$ cat src/hw/rtl/i2a_pkg.sv
`default_nettype none

package i2a_pkg;

	localparam int VALUE_BITS = 32;
	localparam int IN_BITS    = 32;

	function automatic int dec_digits_f(input int bits);
		logic [67:0] mx;
		logic [67:0] p;
		int          n;
		mx = (68'd1 << bits) - 68'd1;
		p  = 68'd1;
		n  = 0;
		for (int i = 0; i < 21; i++) begin
			if (p <= mx) begin
				n = i + 1;
			end
			p = p * 68'd10;
		end
		return n;
	endfunction

	localparam int DEC_DIGITS = dec_digits_f(VALUE_BITS);
	localparam int HEX_DIGITS = (VALUE_BITS + 3) / 4;
	localparam int BCD_BITS   = DEC_DIGITS * 4;
	localparam int DIG_W      = (DEC_DIGITS > 1) ? $clog2(DEC_DIGITS) : 1;
	localparam int CNT_W      = $clog2(VALUE_BITS + 1);
	localparam int Q_DEPTH    = 2;

	localparam logic [1:0] FN_UNSIGNED = 2'd0;
	localparam logic [1:0] FN_SIGNED   = 2'd1;
	localparam logic [1:0] FN_HEX      = 2'd2;
	localparam int         FN_HEX_BIT  = 1;

	localparam logic [7:0] CH_ZERO   = 8'h30;
	localparam logic [7:0] CH_LETTER = 8'h57;
	localparam logic [7:0] CH_MINUS  = 8'h2d;

	typedef struct packed {
		logic [IN_BITS-1:0] value;
		logic [1:0]         func;
	} val_word_t;

	typedef struct packed {
		logic [7:0] char_code;
		logic       last;
	} chr_word_t;

	typedef struct packed {
		logic [VALUE_BITS-1:0] mag;
		logic                  neg;
		logic                  hex;
	} cmd_t;

	function automatic logic [7:0] digit_char_f(input logic [3:0] d);
		return (d < 4'd10) ? (CH_ZERO + {4'd0, d}) : (CH_LETTER + {4'd0, d});
	endfunction

endpackage

`default_nettype wire

$ cat src/hw/rtl/i2a_front.sv
`default_nettype none

module i2a_front
	import i2a_pkg::*;
(
	input  wire logic      clk,
	input  wire logic      arst_n,
	input  wire logic      val_valid,
	output logic           val_stall,
	input  wire val_word_t val_word,
	output logic           push,
	output cmd_t           push_cmd,
	input  wire logic      full
);

	logic [VALUE_BITS-1:0] v;
	logic                  neg;
	logic                  hex;

	assign v   = VALUE_BITS'(val_word.value);
	assign hex = val_word.func[FN_HEX_BIT];
	assign neg = (val_word.func == FN_SIGNED) && v[VALUE_BITS-1];

	assign val_stall = full;
	assign push      = val_valid && !full;

	always_comb begin
		push_cmd.mag = neg ? (~v + {{(VALUE_BITS-1){1'b0}}, 1'b1}) : v;
		push_cmd.neg = neg;
		push_cmd.hex = hex;
	end

	a_no_push_when_full: assert property (@(posedge clk) disable iff (!arst_n)
		full |-> !push)
		else $error("push into full queue");

endmodule

`default_nettype wire

$ cat src/hw/rtl/i2a_queue.sv
`default_nettype none

module i2a_queue
	import i2a_pkg::*;
(
	input  wire logic clk,
	input  wire logic arst_n,
	input  wire logic push,
	input  wire cmd_t push_cmd,
	output logic      full,
	input  wire logic pop,
	output logic      pop_valid,
	output cmd_t      pop_cmd
);

	localparam int PTR_W = (Q_DEPTH > 1) ? $clog2(Q_DEPTH) : 1;
	localparam int QC_W  = $clog2(Q_DEPTH + 1);

	cmd_t             ent_q [Q_DEPTH];
	logic [PTR_W-1:0] wr_ptr_q;
	logic [PTR_W-1:0] rd_ptr_q;
	logic [QC_W-1:0]  cnt_q;
	logic             do_push;
	logic             do_pop;

	assign full      = (cnt_q == QC_W'(Q_DEPTH));
	assign pop_valid = (cnt_q != '0);
	assign pop_cmd   = ent_q[rd_ptr_q];
	assign do_push   = push && !full;
	assign do_pop    = pop && pop_valid;

	always_ff @(posedge clk) begin
		if (do_push) begin
			ent_q[wr_ptr_q] <= push_cmd;
		end
	end

	always_ff @(posedge clk or negedge arst_n) begin
		if (!arst_n) begin
			wr_ptr_q <= '0;
			rd_ptr_q <= '0;
			cnt_q    <= '0;
		end else begin
			if (do_push) begin
				wr_ptr_q <= (wr_ptr_q == PTR_W'(Q_DEPTH - 1)) ? '0 : wr_ptr_q + 1'b1;
			end
			if (do_pop) begin
				rd_ptr_q <= (rd_ptr_q == PTR_W'(Q_DEPTH - 1)) ? '0 : rd_ptr_q + 1'b1;
			end
			if (do_push && !do_pop) begin
				cnt_q <= cnt_q + 1'b1;
			end else if (do_pop && !do_push) begin
				cnt_q <= cnt_q - 1'b1;
			end
		end
	end

	a_ptrs_track_count: assert property (@(posedge clk) disable iff (!arst_n)
		(cnt_q == '0 || full) |-> (wr_ptr_q == rd_ptr_q))
		else $error("queue pointers disagree with count");

endmodule

`default_nettype wire

$ cat src/hw/rtl/i2a_back.sv
`default_nettype none

module i2a_back
	import i2a_pkg::*;
(
	input  wire logic clk,
	input  wire logic arst_n,
	input  wire logic cmd_valid,
	input  wire cmd_t cmd,
	output logic      pop,
	output logic      chr_valid,
	input  wire logic chr_stall,
	output chr_word_t chr_word
);

	typedef enum logic [4:0] {
		ST_IDLE = 5'b00001,
		ST_CONV = 5'b00010,
		ST_FIND = 5'b00100,
		ST_SIGN = 5'b01000,
		ST_EMIT = 5'b10000
	} bk_state_t;

	bk_state_t             state_q;
	logic [VALUE_BITS-1:0] bin_q;
	logic [BCD_BITS-1:0]   bcd_q;
	logic [CNT_W-1:0]      cnt_q;
	logic [DIG_W-1:0]      dig_q;
	logic                  neg_q;
	logic                  chr_valid_q;
	chr_word_t             chr_word_q;

	logic                  free;
	logic [BCD_BITS-1:0]   bcd_adj;
	logic [DIG_W-1:0]      top_dig;
	logic [3:0]            nib;
	logic                  last_dig;

	assign free      = !chr_valid_q || !chr_stall;
	assign pop       = (state_q == ST_IDLE) && cmd_valid;
	assign chr_valid = chr_valid_q;
	assign chr_word  = chr_word_q;
	assign nib       = bcd_q[dig_q*4 +: 4];
	assign last_dig  = (dig_q == '0);

	always_comb begin
		for (int i = 0; i < DEC_DIGITS; i++) begin
			bcd_adj[i*4 +: 4] = (bcd_q[i*4 +: 4] >= 4'd5) ?
				bcd_q[i*4 +: 4] + 4'd3 : bcd_q[i*4 +: 4];
		end
	end

	always_comb begin
		top_dig = '0;
		for (int i = 0; i < DEC_DIGITS; i++) begin
			if (bcd_q[i*4 +: 4] != 4'd0) begin
				top_dig = DIG_W'(i);
			end
		end
	end

	always_ff @(posedge clk) begin
		unique case (state_q)
			ST_IDLE: begin
				if (cmd_valid) begin
					bin_q <= cmd.mag;
					neg_q <= cmd.neg;
					cnt_q <= CNT_W'(VALUE_BITS);
					if (cmd.hex) begin
						bcd_q <= BCD_BITS'(cmd.mag);
						dig_q <= DIG_W'(HEX_DIGITS - 1);
					end else begin
						bcd_q <= '0;
					end
				end
			end
			ST_CONV: begin
				{bcd_q, bin_q} <= {bcd_adj, bin_q} << 1;
				cnt_q          <= cnt_q - 1'b1;
			end
			ST_FIND: begin
				dig_q <= top_dig;
			end
			ST_SIGN: begin
			end
			ST_EMIT: begin
				if (free && !last_dig) begin
					dig_q <= dig_q - 1'b1;
				end
			end
			default: begin
			end
		endcase
	end

	always_ff @(posedge clk or negedge arst_n) begin
		if (!arst_n) begin
			state_q <= ST_IDLE;
		end else begin
			unique case (state_q)
				ST_IDLE: begin
					if (cmd_valid) begin
						state_q <= cmd.hex ? ST_EMIT : ST_CONV;
					end
				end
				ST_CONV: begin
					if (cnt_q == CNT_W'(1)) begin
						state_q <= ST_FIND;
					end
				end
				ST_FIND: begin
					state_q <= neg_q ? ST_SIGN : ST_EMIT;
				end
				ST_SIGN: begin
					if (free) begin
						state_q <= ST_EMIT;
					end
				end
				ST_EMIT: begin
					if (free && last_dig) begin
						state_q <= ST_IDLE;
					end
				end
				default: begin
					state_q <= ST_IDLE;
				end
			endcase
		end
	end

	always_ff @(posedge clk or negedge arst_n) begin
		if (!arst_n) begin
			chr_valid_q <= 1'b0;
		end else if (free) begin
			chr_valid_q <= (state_q == ST_SIGN) || (state_q == ST_EMIT);
		end
	end

	always_ff @(posedge clk) begin
		if (free) begin
			if (state_q == ST_SIGN) begin
				chr_word_q.char_code <= CH_MINUS;
				chr_word_q.last      <= 1'b0;
			end else begin
				chr_word_q.char_code <= digit_char_f(nib);
				chr_word_q.last      <= last_dig;
			end
		end
	end

	a_conv_count_live: assert property (@(posedge clk) disable iff (!arst_n)
		(state_q == ST_CONV) |-> (cnt_q != '0))
		else $error("conversion with zero shift count");

	a_last_ends_text: assert property (@(posedge clk) disable iff (!arst_n)
		(state_q == ST_EMIT && free && last_dig) |=> (state_q == ST_IDLE && chr_word_q.last))
		else $error("final character did not close the word");

	a_sign_not_last: assert property (@(posedge clk) disable iff (!arst_n)
		(state_q == ST_SIGN && free) |=> (chr_valid_q && !chr_word_q.last))
		else $error("minus sign marked last");

endmodule

`default_nettype wire

$ cat src/hw/rtl/integer_to_ascii_formatter_core.sv
// Integer to ASCII formatter.
// Input channel val_*: one word holds a value and a format selector
// (unsigned decimal, signed decimal, lowercase hex; selector three acts as hex).
// Output channel chr_*: one word per character, most significant first,
// with last set on the final character of each value's text.
// Both channels: a word moves on a clock edge with valid high and stall low.
// A two-entry command queue sits between the input classifier and the
// character engine, so up to two values are taken while text still goes out.
// Hex: the value is loaded in the idle state, then eight characters go out
// at one per cycle while the output is not stalled. Decimal: the value is
// loaded, the serial binary-to-BCD converter runs one shift-and-adjust step
// per value bit, the leading digit is located, then the characters,
// including the minus sign, go out at one per cycle while not stalled.
// A stalled output holds its character and the engine waits; the queue then
// fills and the input stalls once both entries are taken.
// Reset empties the queue, returns the engine to idle and drops any
// pending output character.
`default_nettype none

module integer_to_ascii_formatter_core
	import i2a_pkg::*;
(
	input  wire logic      clk,
	input  wire logic      arst_n,
	input  wire logic      val_valid,
	output logic           val_stall,
	input  wire val_word_t val_word,
	output logic           chr_valid,
	input  wire logic      chr_stall,
	output chr_word_t      chr_word
);

	logic push;
	cmd_t push_cmd;
	logic full;
	logic pop;
	logic pop_valid;
	cmd_t pop_cmd;

	i2a_front u_front (
		.clk       (clk),
		.arst_n    (arst_n),
		.val_valid (val_valid),
		.val_stall (val_stall),
		.val_word  (val_word),
		.push      (push),
		.push_cmd  (push_cmd),
		.full      (full)
	);

	i2a_queue u_queue (
		.clk       (clk),
		.arst_n    (arst_n),
		.push      (push),
		.push_cmd  (push_cmd),
		.full      (full),
		.pop       (pop),
		.pop_valid (pop_valid),
		.pop_cmd   (pop_cmd)
	);

	i2a_back u_back (
		.clk       (clk),
		.arst_n    (arst_n),
		.cmd_valid (pop_valid),
		.cmd       (pop_cmd),
		.pop       (pop),
		.chr_valid (chr_valid),
		.chr_stall (chr_stall),
		.chr_word  (chr_word)
	);

endmodule

`default_nettype wire
$ cat config.mk
export PLATFORM = sky130hd
export DESIGN_NAME = integer_to_ascii_formatter_core
export DESIGN_NICKNAME = d
export VERILOG_FILES = /design/src/hw/rtl/i2a_pkg.sv /design/src/hw/rtl/i2a_front.sv /design/src/hw/rtl/i2a_queue.sv /design/src/hw/rtl/i2a_back.sv /design/src/hw/rtl/integer_to_ascii_formatter_core.sv
export SDC_FILE = /design/constraint.sdc
export NUM_CORES = 1
export LEC_CHECK = 0
export BUFFER_PORTS_ARGS = -buffer_cell sky130_fd_sc_hd__buf_4
export CORE_ASPECT_RATIO = 1.75
export CORE_MARGIN = 2
export CORE_UTILIZATION = 65
export DETAILED_ROUTE_END_ITERATION = 8
export PLACE_DENSITY = 0.9
export SLEW_MARGIN = 20
export SYNTH_ARGS = -nofsm -noshare
export SYNTH_HDL_FRONTEND = slang
export SYNTH_SLANG_ARGS = --single-unit
$ cat constraint.sdc
create_clock -name clk -period 5.8 [get_ports clk]
set_input_delay 1.16 -clock clk [delete_from_list [all_inputs] [get_ports clk]]
set_output_delay 1.16 -clock clk [all_outputs]
set_load 0.005 [all_outputs]
==> results.ini <==
[die]
core.rowCount=56
initial_core_util=0.661
die_w_um=92.2
die-area_um2=14600
dieHeight_um=158
coreArea_um2=13400
ios=49

[finish]
final_cell_mix=edfxtp_1, nor2_1, a21oi_1
layout_commonest_cell=edfxtp_1
fin_nets=830
n_antenna_cell=0
drive_above_1_share=0.166
syn_to_final_growth_pct=11.8
design_area_um2=9890

[worst_setup_path]
slowest_stage=buf_4
crit_chain=nor3_1 -> nand3b_1 -> or2_1 -> nand2_2 -> buf_4
crit_family=simple AND/OR/NAND/NOR gates
worst-setup-path-type=reg -> reg
end_kind=register
crit_buf_inv=1
worstPathArrival_ns=3.07
start_kind=register
path_max_fanout=46
cp_slowest_stage_delay_ns=0.63
cp.required_ns=5.86

[yosys]
synthAdderAreaFrac=0.0396
synthXorXnorAreaFrac=0.0584
synth_area_um2=8850
synth-compound-area-share=0.0912
synth_seq_cells=169
synth_cells=722
synth-simple-area-share=0.111
syn_area_per_cell_um2=12.3
synthFlopType=edfxtp_1
synth_top_family_by_area=simple AND/OR/NAND/NOR gates
synth_nets=788
synth-warning-count=0
synth.distinct_cells=62
muxShareOfSynthArea=0.100
synth_edf_count=159
seq_area_frac_synth=0.568
async_flop_share=0.0592

[grt]
grt_use_total=0.269
grt_pass1_vias=6104
grt_max_degree=111
grt_overflow=0
grt_pass1_wl_um=30100
antenna_found_initial=0

[placement]
place_hpwl_um=12500
place_area_um2=9340
place_congestion=0.860
io_buffer_count=47
preCtsSetupSlack_ns=2.61

[sta]
hold_slack_ns=0.504
finClkSkew_ns=0.00870
setup_ws_ns=2.79
slew_viol_final=0
min_period_ns=3.01
finalHoldViolations=0
tns_ns=0
relSlewSlack=0.295
setup_viol=0
fin_crit_sh=0.519
worst_pin_slew_ns=1.06
rsz0062_at_grt=false
fmax_mhz=332

[detailed_routing]
drcViolationCount=0
post_drt_via_cell_ratio=6.31
drt_iter0_markers=441
routedWlPerCell_um=19.9
drtPass1Iterations=6
drt-total-wl_um=18900
vias=6004
ant_nets=0

[run]
drv_cap=0

[run_status]
outcome=finished, final reports clean

[clock_network]
cts.sinks=169
cts-buffers-inserted=17
cts.reportedPaths.clkPinSlew_ns=0.07
root_buffer=clkbuf_16
cts_hold_buf=0
htree_levels=4
postCtsSetupBuffers=0
cts-resized-gates=0
cts.path.max_buffers=2
clk_latency_ns=0.43
cts_tree=built

[pwr]
leakage_uw=0.00376
power_density_nw_per_um2=555
power.total_uw=5490
max-vdd-ir-drop_v=0.000299

[min_path]
min_path_type=reg -> reg

[area by class of cell]
class | count | area [um2]
inverter | 39 | 146
timing repair buffer | 52 | 390
clock inverter | 15 | 134
fill | 774 | 3490
tap | 174 | 218
multi-input combinational | 485 | 3550
clock buffer | 17 | 425
sequential | 169 | 5030
[final timing paths]
kind,cells past startpoint,from,to,slack (ns)
max,5,u_back.state_q[2],u_back.bcd_q[39],2.79
min,1,u_queue.cnt_q[1],u_queue.cnt_q[1],0.50
max reg2reg,5,u_back.state_q[2],u_back.bcd_q[39],2.79
min reg2reg,1,u_queue.cnt_q[1],u_queue.cnt_q[1],0.50
max in group asynchronous,1,arst_n,u_back.state_q[0],5.03
min in group asynchronous,1,arst_n,u_back.state_q[1],0.55
[flip-flops by register name, indices dropped and copies added, names as in the netlist]
signal / count
u_back.bin_q: 32
u_back.state_q: 5
u_back.chr_word: 8
u_queue.wr_ptr_q: 1
u_queue.ent_q: 68
u_queue.cnt_q: 2
u_back.dig_q: 4
u_queue.rd_ptr_q: 1
u_back.cnt_q: 6
u_back.neg_q: 1
u_back.chr_valid: 1
u_back.bcd_q: 40
[Yosys cell counts, drive strengths merged, types with 2 or more instances]
library cell | number | share of area
mux4 | 5 | 0.013
nand3 | 32 | 0.019
o31ai | 5 | 0.0048
xor2 | 29 | 0.029
or4 | 5 | 0.0047
ha | 28 | 0.040
buf | 10 | 0.0064
a31oi | 2 | 0.0014
and2 | 3 | 0.0021
a22oi | 2 | 0.0017
nor4 | 5 | 0.0042
nand2b | 14 | 0.0099
inv | 39 | 0.017
o21ai | 47 | 0.027
a211oi | 3 | 0.0051
conb | 2 | 0.00085
or3b | 3 | 0.0030
edfxtp | 159 | 0.54
nor2 | 58 | 0.025
o21a | 2 | 0.0017
mux2 | 52 | 0.066
nand4 | 2 | 0.0014
nand3b | 4 | 0.0034
dfrtp | 9 | 0.025
o32ai | 7 | 0.0069
clkbuf | 19 | 0.0081
o22ai | 4 | 0.0028
and3 | 5 | 0.0035
nand2 | 22 | 0.0093
nor3 | 10 | 0.0057
mux2i | 19 | 0.021
a21oi | 57 | 0.032
xnor2 | 30 | 0.030
nor3b | 11 | 0.0093
nand4bb | 2 | 0.0025
[metrics by stage]
stage	util	cells
floorplan	-	722
global placement	0.698	919
detailed placement	0.698	919
CTS	0.739	951
global route	0.739	951
finish	0.739	951
[kinds of logic (layout without fill, tap and decap cells)]
family | after synthesis | after routing
simple gates | 183 | 183
flops | 169 | 169
compound gates | 137 | 137
mux | 76 | 76
buf+inv | 68 | 123
xor+xnor | 59 | 59
fa+ha+maj | 28 | 28
other cells | 2 | 2
[where the power goes]
part | total, uW | internal, uW | switching (uW)
Clock | 1070 | 563 | 506
Sequential | 2410 | 2050 | 366
Combinational | 2000 | 804 | 1200
[routing by layer]
metal	GRT usage	vias up	routed length (um)
li1	-	2758	-
met1	0.287	2942	6860
met2	0.498	243	10300
met3	0.0440	61	825
met4	0.152	0	926
met5	0	-	0
Note: power is estimated with default switching activity, not from simulation.
